`src/hw/rtl/khi_pkg.sv`:
```
// Package for the key-to-position hash indexer: item classes, queue entry
// and result types, and the fixed field widths shared by all modules.
// No dependencies.
package khi_pkg;

  localparam int KeyW = 64;
  localparam int PosW = 11;
  localparam int OpW = 2;

  localparam int DefCapacity = 1024;
  localparam int DefSlots = 2048;

  // Opcodes on the input channel
  typedef enum logic [OpW-1:0] {
    OP_CLEAR  = 2'd0,
    OP_INSERT = 2'd1,
    OP_LOOKUP = 2'd2,
    OP_NOP    = 2'd3
  } op_e;

  // Class of an item after the front end has decoded it
  typedef enum logic [1:0] {
    K_CLEAR,
    K_INSERT,
    K_LOOKUP,
    K_IGNORE
  } kind_e;

  // One queued request
  typedef struct packed {
    kind_e           kind;
    logic [KeyW-1:0] key;
  } req_t;

  // One result
  typedef struct packed {
    logic signed [PosW-1:0] position;
    logic                   found;
    logic                   duplicate_seen;
    logic                   table_full;
  } rsp_t;

  // Position -1 in the output field
  localparam logic signed [PosW-1:0] PosNone = '1;

endpackage

```
`src/hw/rtl/khi_queue.sv`:
```
// Two-entry request queue between the front and back ends of the indexer.
// Depends on khi_pkg.
module khi_queue
  import khi_pkg::*;
(
  input  logic clk_i,
  input  logic rst_ni,
  input  logic push_i,
  input  req_t push_data_i,
  input  logic pop_i,
  output logic full_o,
  output logic valid_o,
  output req_t data_o
);

  req_t       mem_q [2];
  logic       wr_q, wr_d;
  logic       rd_q, rd_d;
  logic [1:0] cnt_q, cnt_d;

  // Pointers and fill count
  always_comb begin
    wr_d  = push_i ? !wr_q : wr_q;
    rd_d  = pop_i ? !rd_q : rd_q;
    cnt_d = cnt_q + 2'(push_i) - 2'(pop_i);
  end

  always_ff @(posedge clk_i or negedge rst_ni) begin
    if (!rst_ni) begin
      wr_q  <= 1'b0;
      rd_q  <= 1'b0;
      cnt_q <= 2'd0;
    end else begin
      wr_q  <= wr_d;
      rd_q  <= rd_d;
      cnt_q <= cnt_d;
    end
  end

  // Storage
  always_ff @(posedge clk_i) begin
    if (push_i) begin
      mem_q[wr_q] <= push_data_i;
    end
  end

  assign full_o  = cnt_q == 2'd2;
  assign valid_o = cnt_q != 2'd0;
  assign data_o  = mem_q[rd_q];

  assert property (@(posedge clk_i) disable iff (!rst_ni) pop_i |-> valid_o)
    else $error("pop from empty queue");
  assert property (@(posedge clk_i) disable iff (!rst_ni) cnt_q != 2'd3)
    else $error("queue count overflow");

endmodule

```
`config.mk`:
```
export PLATFORM = sky130hd
export DESIGN_NAME = khi_queue
export DESIGN_NICKNAME = d
export VERILOG_FILES = /design/src/hw/rtl/khi_pkg.sv /design/src/hw/rtl/khi_queue.sv
export SDC_FILE = /design/constraint.sdc
export NUM_CORES = 1
export LEC_CHECK = 0
export BUFFER_PORTS_ARGS = -buffer_cell sky130_fd_sc_hd__buf_2
export CAP_MARGIN = 30
export CORE_MARGIN = 4
export CORE_UTILIZATION = 30
export CTS_BUF_LIST = sky130_fd_sc_hd__clkbuf_4 sky130_fd_sc_hd__clkbuf_8
export DETAILED_ROUTE_END_ITERATION = 10
export PLACE_DENSITY_LB_ADDON = 0.12
export SETUP_SLACK_MARGIN = 0.4
export SLEW_MARGIN = 15
export SYNTH_ARGS = -nofsm -noshare
export SYNTH_HDL_FRONTEND = slang
export SYNTH_SLANG_ARGS = --single-unit
```
`constraint.sdc`:
```
create_clock -name clk_i -period 4.71 [get_ports clk_i]
set_input_delay 0.471 -clock clk_i [delete_from_list [all_inputs] [get_ports clk_i]]
set_output_delay 0.471 -clock clk_i [all_outputs]
set_load 0.01 [all_outputs]
```
==> flow_metrics.py, run 1 <==
metrics = {
    "status": {
        "status": "completed",
    },
    "clock_tree": {
        "clk_latency_ps": 430,
        "post_cts_resized": 0,
        "cts_hold_buf": 1,
        "cts_setup_buffers": 0,
        "path_clk_slew_ps": 80,
        "clock_path_buffers": 2,
        "htreeDepth": 4,
        "cts_tree": "built",
        "numClockSinks": 136,
        "cts_buffers": 17,
        "root_buffer": "clkbuf_8",
    },
    "global_route": {
        "grt_pass1_wl_um": 14880,
        "grt_pass1_vias": 2777,
        "antenna_found_initial": 1,
        "grt_max_degree": 41,
        "grt_usage": 0.1028,
        "grt_overflow_total": 0,
    },
    "power": {
        "switching_share": 0.2817,
        "power_frac_seq": 0.454,
        "power_switching_mw": 1.070,
        "p_per_area_nw_per_um2": 584.8,
        "power_frac_clock": 0.250,
        "intPower_mw": 2.728,
        "power_mw": 3.797,
        "p_leak_nw": 2.532,
        "p_comb_frac": 0.296,
        "peakVddDrop_mv": 0.2298,
    },
    "placed_design": {
        "globalplace.congestion": 0.6726,
        "place_worst_setup_slack_ps": 2560,
        "dp_cells": 575,
        "port_buffers": 137,
        "hpwlAfterDp_um": 6364,
    },
    "worst_hold_path": {
        "hp-class": "in -> reg",
    },
    "cells_and_area": {
        "drive_above_1_share": 0.6289,
        "final_common_cell": "buf_2",
        "fin_nets": 447,
        "final_cell_mix": "buf_2 (137), edfxtp_1 (132), mux2_2 (36)",
        "final.fill_count": 1563,
        "final_cells": 608,
        "synthToLayoutAreaGrowth_pct": 27.96,
        "antenna_cells": 0,
    },
    "floorplanning": {
        "die_y_um": 138.1,
        "fp-row-count": 47,
        "core_area_um2": 16580,
        "start_util": 0.3060,
        "die_w_um": 138.1,
        "io_pins": 138,
        "dieArea_um2": 19060,
    },
    "setup_path": {
        "cp_slowest_cell": "dfrtp_4",
        "worstSetupPathType": "reg -> out",
        "cp_slowest_stage_delay_ps": 770,
        "crit_arrival_ps": 2090,
        "cp-end-kind": "output port",
        "crit_chain": "buf_16 -> mux2_2 -> buf_2",
        "critPathBufInv": 2,
        "cp-start-kind": "flop",
        "worstPathMaxFanout": 40,
        "required_ps": 4240,
        "critical_path.top_delay_family": "flip-flops",
    },
    "yosys": {
        "syn-num-nets": 292,
        "synth_top_area_frac": 0.7811,
        "synth_cell_type_count": 14,
        "yosys_warnings": 0,
        "synth_area_leaders": "edfxtp_1 (78%), mux2_4 (8.9%), mux2_2 (8.0%)",
        "syn_inst": 220,
        "ys_seq_elements": 136,
        "syn_avg_cell_area_um2": 23.07,
        "netlist_area_um2": 5075,
        "ys_seq_area_frac": 0.8008,
        "yosys.area.top_type": "edfxtp_1",
    },
    "route": {
        "vias_per_cell": 4.156,
        "met2_length_um": 4427,
        "drc": 0,
        "ant_nets": 0,
        "first_iter_violations": 82,
        "routed_wl_um": 9691,
        "dr.pass1.iters": 4,
        "wl_met1_um": 4176,
        "num_vias": 2527,
        "wl_met3_um": 867,
        "top_layer": "met5",
        "wl_per_cell_um": 15.94,
    },
    "sta": {
        "fin_crit_ps": 2557,
        "setup_ws_ps": 2153,
        "final_max_slew_viol_count": 0,
        "relSlewSlack": 0.6470,
        "period_share": 0.5428,
        "fmax_ghz": 0.3911,
        "hold_viol": 0,
        "finalSetupViolCount": 0,
        "fin_setup_tns_ps": 0,
        "tightest_slew_ps": 529.6,
        "rsz0062_at_grt": "false",
        "skew_ps": 12.62,
    },
    "run": {
        "cap_violations": 0,
    },
}
==> worst reg2reg max path: cells and delay by family, from the launching register on <==
kind,cells,cell delay [ps]
buffers and inverters,1,490
flip-flops,1,430
AND/OR/NAND/NOR,1,450
==> routing by layer <==
layer,up-vias,track usage
met1,1227,0.1199
met3,18,0.05387
met5,-,0
met2,101,0.1570
li1,1179,-
met4,2,0.04836
==> synth_stat cells (all sizes together) <==
cell and n:
and2 1, dfrtp 4, ha 2, nor2b 2, inv 2, edfxtp 132
or2 1, xor2 2, mux2 66, buf 7, xor3 1
==> path summary, 6_finish.rpt <==
| kind | from | to | slack, ps | cells past startpoint |
|---|---|---|---|---|
| hold reg to reg | wr_q$_DFFE_PN0P_ | wr_q$_DFFE_PN0P_ | 540 | 1 |
| hold / removal | push_data_i[64] | mem_q[0][64]$_DFFE_PP_ | 220 | 1 |
| max in group asynchronous | rst_ni | rd_q$_DFFE_PN0P_ | 4170 | 2 |
| setup / recovery | rd_q$_DFFE_PN0P_ | data_o[5] | 2150 | 3 |
| setup reg to reg | wr_q$_DFFE_PN0P_ | mem_q[0][43]$_DFFE_PP_ | 2980 | 2 |
| min in group asynchronous | rst_ni | wr_q$_DFFE_PN0P_ | 380 | 2 |
==> per-stage QoR <==
stage                     instance area, um2  hold WS (ps)    util
after floorplan                         5075         175.4       -
after global placement                  6008         283.3  0.3623
after detailed placement                6083         285.2  0.3668
after CTS                               6494         171.0  0.3916
after global routing                    6494         172.1  0.3916
final                                   6494         220.7  0.3916
==> flip-flops by register name, indices dropped and copies added (netlist names) <==
name / cells
rd_q: 1
wr_q: 1
mem_q: 132
cnt_q: 2
==> cell type report <==
cell class / instances / area [um2] / share of cell area
Multi-Input combinational cell: 75 / 957.2 / 0.1474
Clock inverter: 8 / 95.09 / 0.01464
Sequential cell: 136 / 4068 / 0.6264
Clock buffer: 24 / 305.3 / 0.04701
Tap cell: 220 / 275.3 / 0.04239
Inverter: 2 / 7.507 / 0.001156
Timing Repair Buffer: 143 / 785.8 / 0.1210
==> power by group through the flow <==
stage | combinational [mW] | clock [mW] | sequential [mW]
floorplan | 0.782 | 0 | 1.69
detailed placement | 1.16 | 0 | 1.76
global route | 1.22 | 1.04 | 1.75
finish | 1.13 | 0.948 | 1.72
CTS | 1.17 | 0.990 | 1.73
global placement | 1.04 | 0 | 1.84
==> cell families (layout without fill, tap and decap cells) <==
family	after synthesis	in the layout	synth area share
flops	136	136	0.8008
mux	66	66	0.1686
buf+inv	9	177	0.01257
simple gates	4	4	0.004932
xor+xnor	3	3	0.008136
fa+ha+maj	2	2	0.004930
(Power assumes the default switching activity.)
==> inputs of run 2 (changes only) <==
==> constraint.sdc (replaced) <==
create_clock -name clk_i -period 2.5 [get_ports clk_i]
set_input_delay 0.25 -clock clk_i [delete_from_list [all_inputs] [get_ports clk_i]]
set_output_delay 0.25 -clock clk_i [all_outputs]
set_load 0.01 [all_outputs]
==> run 2 against run 1 <==
  * Count of clock-buffer cells in the layout down 5
  * Sequential share of layout area down 5.6 points
  * Clock power up 74%
  * Cell count up 11%
  * First-iteration DRC count up 9.8%
  * Routed wire length up 4.5%
  * Utilization up 3.9 points
  * Critical path depth unchanged
  * Combinational power up 110%
  * Via count up 12%
  * Largest power group unchanged
  * Flip-flop and latch count unchanged
==> flow_metrics.py, run 2 (same netlist as run 1, synthesis figures left out) <==
metrics = {
    "sta": {
        "fin_crit_ps": 1969,
        "finalSetupViolCount": 0,
        "final_max_slew_viol_count": 0,
        "relSlewSlack": 0.6125,
        "rsz0062_at_grt": "false",
        "setup_ws_ps": 530.5,
        "fin_setup_tns_ps": 0,
        "tightest_slew_ps": 581.3,
        "skew_ps": 7.539,
        "hold_viol": 0,
        "hold_ws_ps": 64.46,
        "period_share": 0.7878,
        "fmax_ghz": 0.5078,
    },
    "route": {
        "num_vias": 2823,
        "vias_per_cell": 4.170,
        "wl_per_cell_um": 14.95,
        "routed_wl_um": 10120,
        "first_iter_violations": 90,
        "drc": 0,
        "ant_nets": 0,
        "dr.pass1.iters": 4,
    },
    "run": {
        "cap_violations": 0,
    },
    "clock_tree": {
        "path_clk_slew_ps": 70,
        "htreeDepth": 4,
        "clock_path_buffers": 2,
        "numClockSinks": 136,
        "cts_buffers": 17,
        "root_buffer": "clkbuf_8",
        "clk_latency_ps": 430,
        "cts_tree": "built",
    },
    "setup_path": {
        "crit_path_start": "rd_q$_DFFE_PN0P_",
        "worstSetupPathType": "reg -> out",
        "cp-start-kind": "flop",
        "worstPathMaxFanout": 34,
        "r2r_start": "wr_q$_DFFE_PN0P_",
        "crit_arrival_ps": 1720,
        "cp-end-kind": "output port",
        "required_ps": 2250,
    },
    "cells_and_area": {
        "antenna_cells": 0,
        "final_common_cell": "buf_2",
        "multi_input_area_um2": 957.2,
        "fin_area_um2": 7136,
        "reg_top3": "mem_q (132), cnt_q (2)",
        "top_register": "mem_q",
        "ff_latch_area_um2": 4068,
        "final.fill_count": 1550,
        "fin_nets": 518,
        "synthToLayoutAreaGrowth_pct": 40.61,
        "drive_above_1_share": 0.5317,
        "largest_reg_flops": 132,
        "final_cell_mix": "buf_2 (137), edfxtp_1 (132), dlygate4sd3_1 (68)",
    },
    "floorplanning": {
        "start_util": 0.3060,
        "core_area_um2": 16580,
        "io_pins": 138,
        "fp-row-count": 47,
        "dieArea_um2": 19060,
        "die_w_um": 138.1,
        "die_y_um": 138.1,
    },
    "placed_design": {
        "globalplace.congestion": 0.6754,
        "port_buffers": 137,
        "hpwlAfterDp_um": 6443,
        "place_area_um2": 6063,
        "place_worst_setup_slack_ps": 690.2,
    },
    "worst_hold_path": {
        "worstHoldStart": "push_i",
        "hp-class": "in -> reg",
    },
    "global_route": {
        "grt_pass1_wl_um": 16380,
        "grt_pass1_vias": 3176,
        "met1_usage": 0.1354,
        "grt_usage": 0.1101,
        "use_met3": 0.04869,
        "grtUsageMet2": 0.1688,
        "gr-max-usage-layer": "met2",
        "grt_max_degree": 42,
        "grt_overflow_total": 0,
        "antenna_found_initial": 0,
    },
    "power": {
        "p_per_area_nw_per_um2": 1002,
        "power_mw": 7.152,
        "peakVddDrop_mv": 0.4510,
        "p_leak_nw": 2.795,
    },
    "status": {
        "status": "completed",
    },
}
[run 2: metrics by stage]
step / utilization / cells
6_report: 0.4303 / 677
4_1_cts: 0.4303 / 677
3_3_place_gp: 0.3656 / 576
3_5_place_dp: 0.3656 / 576
5_1_grt: 0.4303 / 677
2_1_floorplan: - / 220
[run 2: routing by layer]
| layer | wire, um | vias up | part of all wire |
|---|---|---|---|
| met5 | 0 | - | 0 |
| met4 | 199 | 0 | 0.020 |
| met3 | 752 | 20 | 0.074 |
| met2 | 4677 | 104 | 0.46 |
| met1 | 4494 | 1379 | 0.44 |
| li1 | - | 1320 | - |
[run 2: path summary, 6_finish.rpt]
kind / endpoint / slack [ps] / cells past startpoint
worst max-delay path: data_o[2] / 530 / 3
worst min-delay path: wr_q$_DFFE_PN0P_ / 60 / 2
worst max register to register: mem_q[1][10]$_DFFE_PP_ / 950 / 2
worst min register to register: wr_q$_DFFE_PN0P_ / 550 / 1
max in group asynchronous: rd_q$_DFFE_PN0P_ / 2200 / 2
min in group asynchronous: cnt_q[0]$_DFF_PN0_ / 160 / 2
[run 2: report_power, final]
| group | internal, mW | switching [mW] | leakage [nW] |
|---|---|---|---|
| clock network | 0.878 | 0.771 | 0.177 |
| registers | 3.03 | 0.131 | 1.28 |
| logic | 1.20 | 1.14 | 1.33 |
| total | 5.11 | 2.04 | 2.80 |
[run 2: timing repair]
action | CTS | global route
resized for setup | 1 | 0
hold buffers | 68 | 0
setup buffers | 3 | 0
hold endpoints to repair | 137 | 0
endpoints found under the setup margin | 45 | 0
[run 2: area by class of cell]
type                    instances  share of cell area
flip-flops and latches        136              0.5701
multi-input cells              75              0.1341
clock buffers                  19             0.03489
clock inverters                11             0.01526
inverters                       2            0.001052
well taps                     220             0.03858
repair buffers                214              0.2060
[run 2: critical path: stages (launching register included)]
cell and delay, ps:
dfrtp_4 490, buf_16 250, mux2_2 380, buf_2 150
==> inputs of run 3 (changes only) <==
==> constraint.sdc (replaced) <==
create_clock -name clk_i -period 1.82 [get_ports clk_i]
set_input_delay 0.182 -clock clk_i [delete_from_list [all_inputs] [get_ports clk_i]]
set_output_delay 0.182 -clock clk_i [all_outputs]
set_load 0.01 [all_outputs]
==> run 3 against run 2 <==
  * The flow now finishes with violations (negative setup slack)
  * First-iteration DRC count up 49%
  * Routed wire length up 2.3%
  * Clock skew down 3.2 ps
  * Sequential share of layout area down 2.3 points
  * Cell area up 4.2%
  * Largest power group unchanged
  * Register-to-register slack worse by 360 ps
==> flow_metrics.py, run 3 (same netlist as run 1, synthesis figures left out) <==
metrics = {
    "sta": {
        "tightest_slew_ps": 306.5,
        "fin_crit_ps": 1859,
        "setup_ws_ps": -39.47,
        "relSlewSlack": 0.7956,
        "rsz0062_at_grt": "true",
        "final_max_slew_viol_count": 0,
        "skew_ps": 4.380,
        "fmax_ghz": 0.5378,
        "period_share": 1.022,
        "fin_setup_tns_ps": -408.3,
        "hold_viol": 0,
        "finalSetupViolCount": 22,
    },
    "power": {
        "p_leak_nw": 2.901,
        "peakVddDrop_mv": 0.5820,
        "p_per_area_nw_per_um2": 1402,
        "power_mw": 10.42,
    },
    "setup_path": {
        "cp-end-kind": "output port",
        "worstSetupPathType": "reg -> out",
        "cp-start-kind": "flop",
        "worstPathMaxFanout": 9,
        "r2r_cells": 2,
        "required_ps": 1640,
        "crit_arrival_ps": 1680,
    },
    "clock_tree": {
        "htreeDepth": 4,
        "cts_buffers": 17,
        "clk_latency_ps": 420,
        "path_clk_slew_ps": 70,
        "cts_tree": "built",
        "numClockSinks": 136,
        "clock_path_buffers": 2,
        "root_buffer": "clkbuf_8",
    },
    "floorplanning": {
        "core_area_um2": 16580,
        "io_pins": 138,
        "die_w_um": 138.1,
        "dieArea_um2": 19060,
        "die_y_um": 138.1,
        "fp-row-count": 47,
        "start_util": 0.3060,
    },
    "route": {
        "dr.pass1.iters": 4,
        "drc": 0,
        "ant_nets": 0,
        "wl_per_cell_um": 15.14,
        "routed_wl_um": 10360,
        "vias_per_cell": 4.132,
        "first_iter_violations": 134,
        "num_vias": 2826,
    },
    "cells_and_area": {
        "final_cell_mix": "edfxtp_1 (132), buf_2 (107), dlygate4sd3_1 (69)",
        "top_register": "mem_q",
        "drive_above_1_share": 0.5345,
        "final_common_cell": "edfxtp_1",
        "largest_reg_flops": 132,
        "antenna_cells": 0,
        "final_util": 0.4482,
        "reg_top3": "mem_q (132), cnt_q (2)",
        "synthToLayoutAreaGrowth_pct": 46.47,
        "fin_area_um2": 7433,
        "fin_nets": 523,
    },
    "status": {
        "status": "finished with violations",
        "violations": "negative setup slack",
    },
    "placed_design": {
        "globalplace.congestion": 0.6715,
        "place_area_um2": 6096,
        "hpwlAfterDp_um": 6493,
        "port_buffers": 137,
    },
    "global_route": {
        "grt_max_degree": 50,
        "grt_usage": 0.1083,
        "grt_pass1_wl_um": 15900,
        "grt_pass1_vias": 3018,
        "grt_overflow_total": 0,
        "antenna_found_initial": 0,
    },
    "run": {
        "cap_violations": 0,
    },
    "worst_hold_path": {
        "hp-class": "in -> async",
    },
}
run 3: cell count changes in the layout (fill, tap and decap cells not counted), sizes merged:
cell | previous run | this run
dlygate4sd3 | 68 | 69
clkinv | 6 | 8
clkinvlp | 3 | 5
clkbuf | 19 | 18
buf | 146 | 149
run 3: report_power, final:
group | total, mW | switching (mW) | internal, mW | leakage, nW
registers | 4.32 | 0.166 | 4.16 | 1.28
clock network | 2.31 | 1.12 | 1.19 | 0.173
logic | 3.79 | 1.68 | 2.11 | 1.44
total | 10.4 | 2.96 | 7.46 | 2.90
run 3: area by class of cell:
type / instances / area (um2)
clock buffers: 17 / 234.0
clock inverters: 15 / 136.4
fillers: 1494 / 9150
inverters: 2 / 7.507
multi-input cells: 75 / 959.7
flip-flops and latches: 136 / 4068
well taps: 220 / 275.3
repair buffers: 219 / 1753
run 3: worst paths after layout:
check	start	end	slack, ps
hold / removal	rst_ni	rd_q$_DFFE_PN0P_	110
setup / recovery	rd_q$_DFFE_PN0P_	data_o[13]	-40
hold reg to reg	wr_q$_DFFE_PN0P_	wr_q$_DFFE_PN0P_	550
max in group asynchronous	rst_ni	rd_q$_DFFE_PN0P_	1570
min in group clk_i	push_data_i[56]	mem_q[1][56]$_DFFE_PP_	480
setup reg to reg	wr_q$_DFFE_PN0P_	mem_q[0][60]$_DFFE_PP_	590
run 3: critical path: stages, from the launching register on:
cell and delay, ps:
dfrtp_4 520, buf_4 160, clkbuf_16 160, mux2_2 280
buf_2 140
run 3: what timing repair did:
action	4_1_cts	5_1_grt
gates resized for setup	28	9
pin swaps	1	2
endpoints found under the hold margin	138	0
hold buffers	69	0
endpoints found under the setup margin	67	98
setup buffers	1	4
gates cloned	0	1
run 3: stage by stage:
step / hold WS, ps / worst slack (ps) / instances
after floorplan: -113.6 / -6.230 / 220
after global placement: -4.352 / 401.0 / 577
after detailed placement: -5.651 / 379.8 / 577
after CTS: 60.88 / -84.40 / 679
after global routing: 76.02 / -120.3 / 684
final: 113.6 / -39.47 / 684
run 3: routing by layer:
layer,track usage,vias up,share of wire,wire [um]
met2,0.1675,100,0.48,4938
met4,0.04056,0,0.012,123
met3,0.05076,11,0.070,730
met5,0,-,0,0
met1,0.1328,1382,0.44,4564
li1,-,1333,-,-
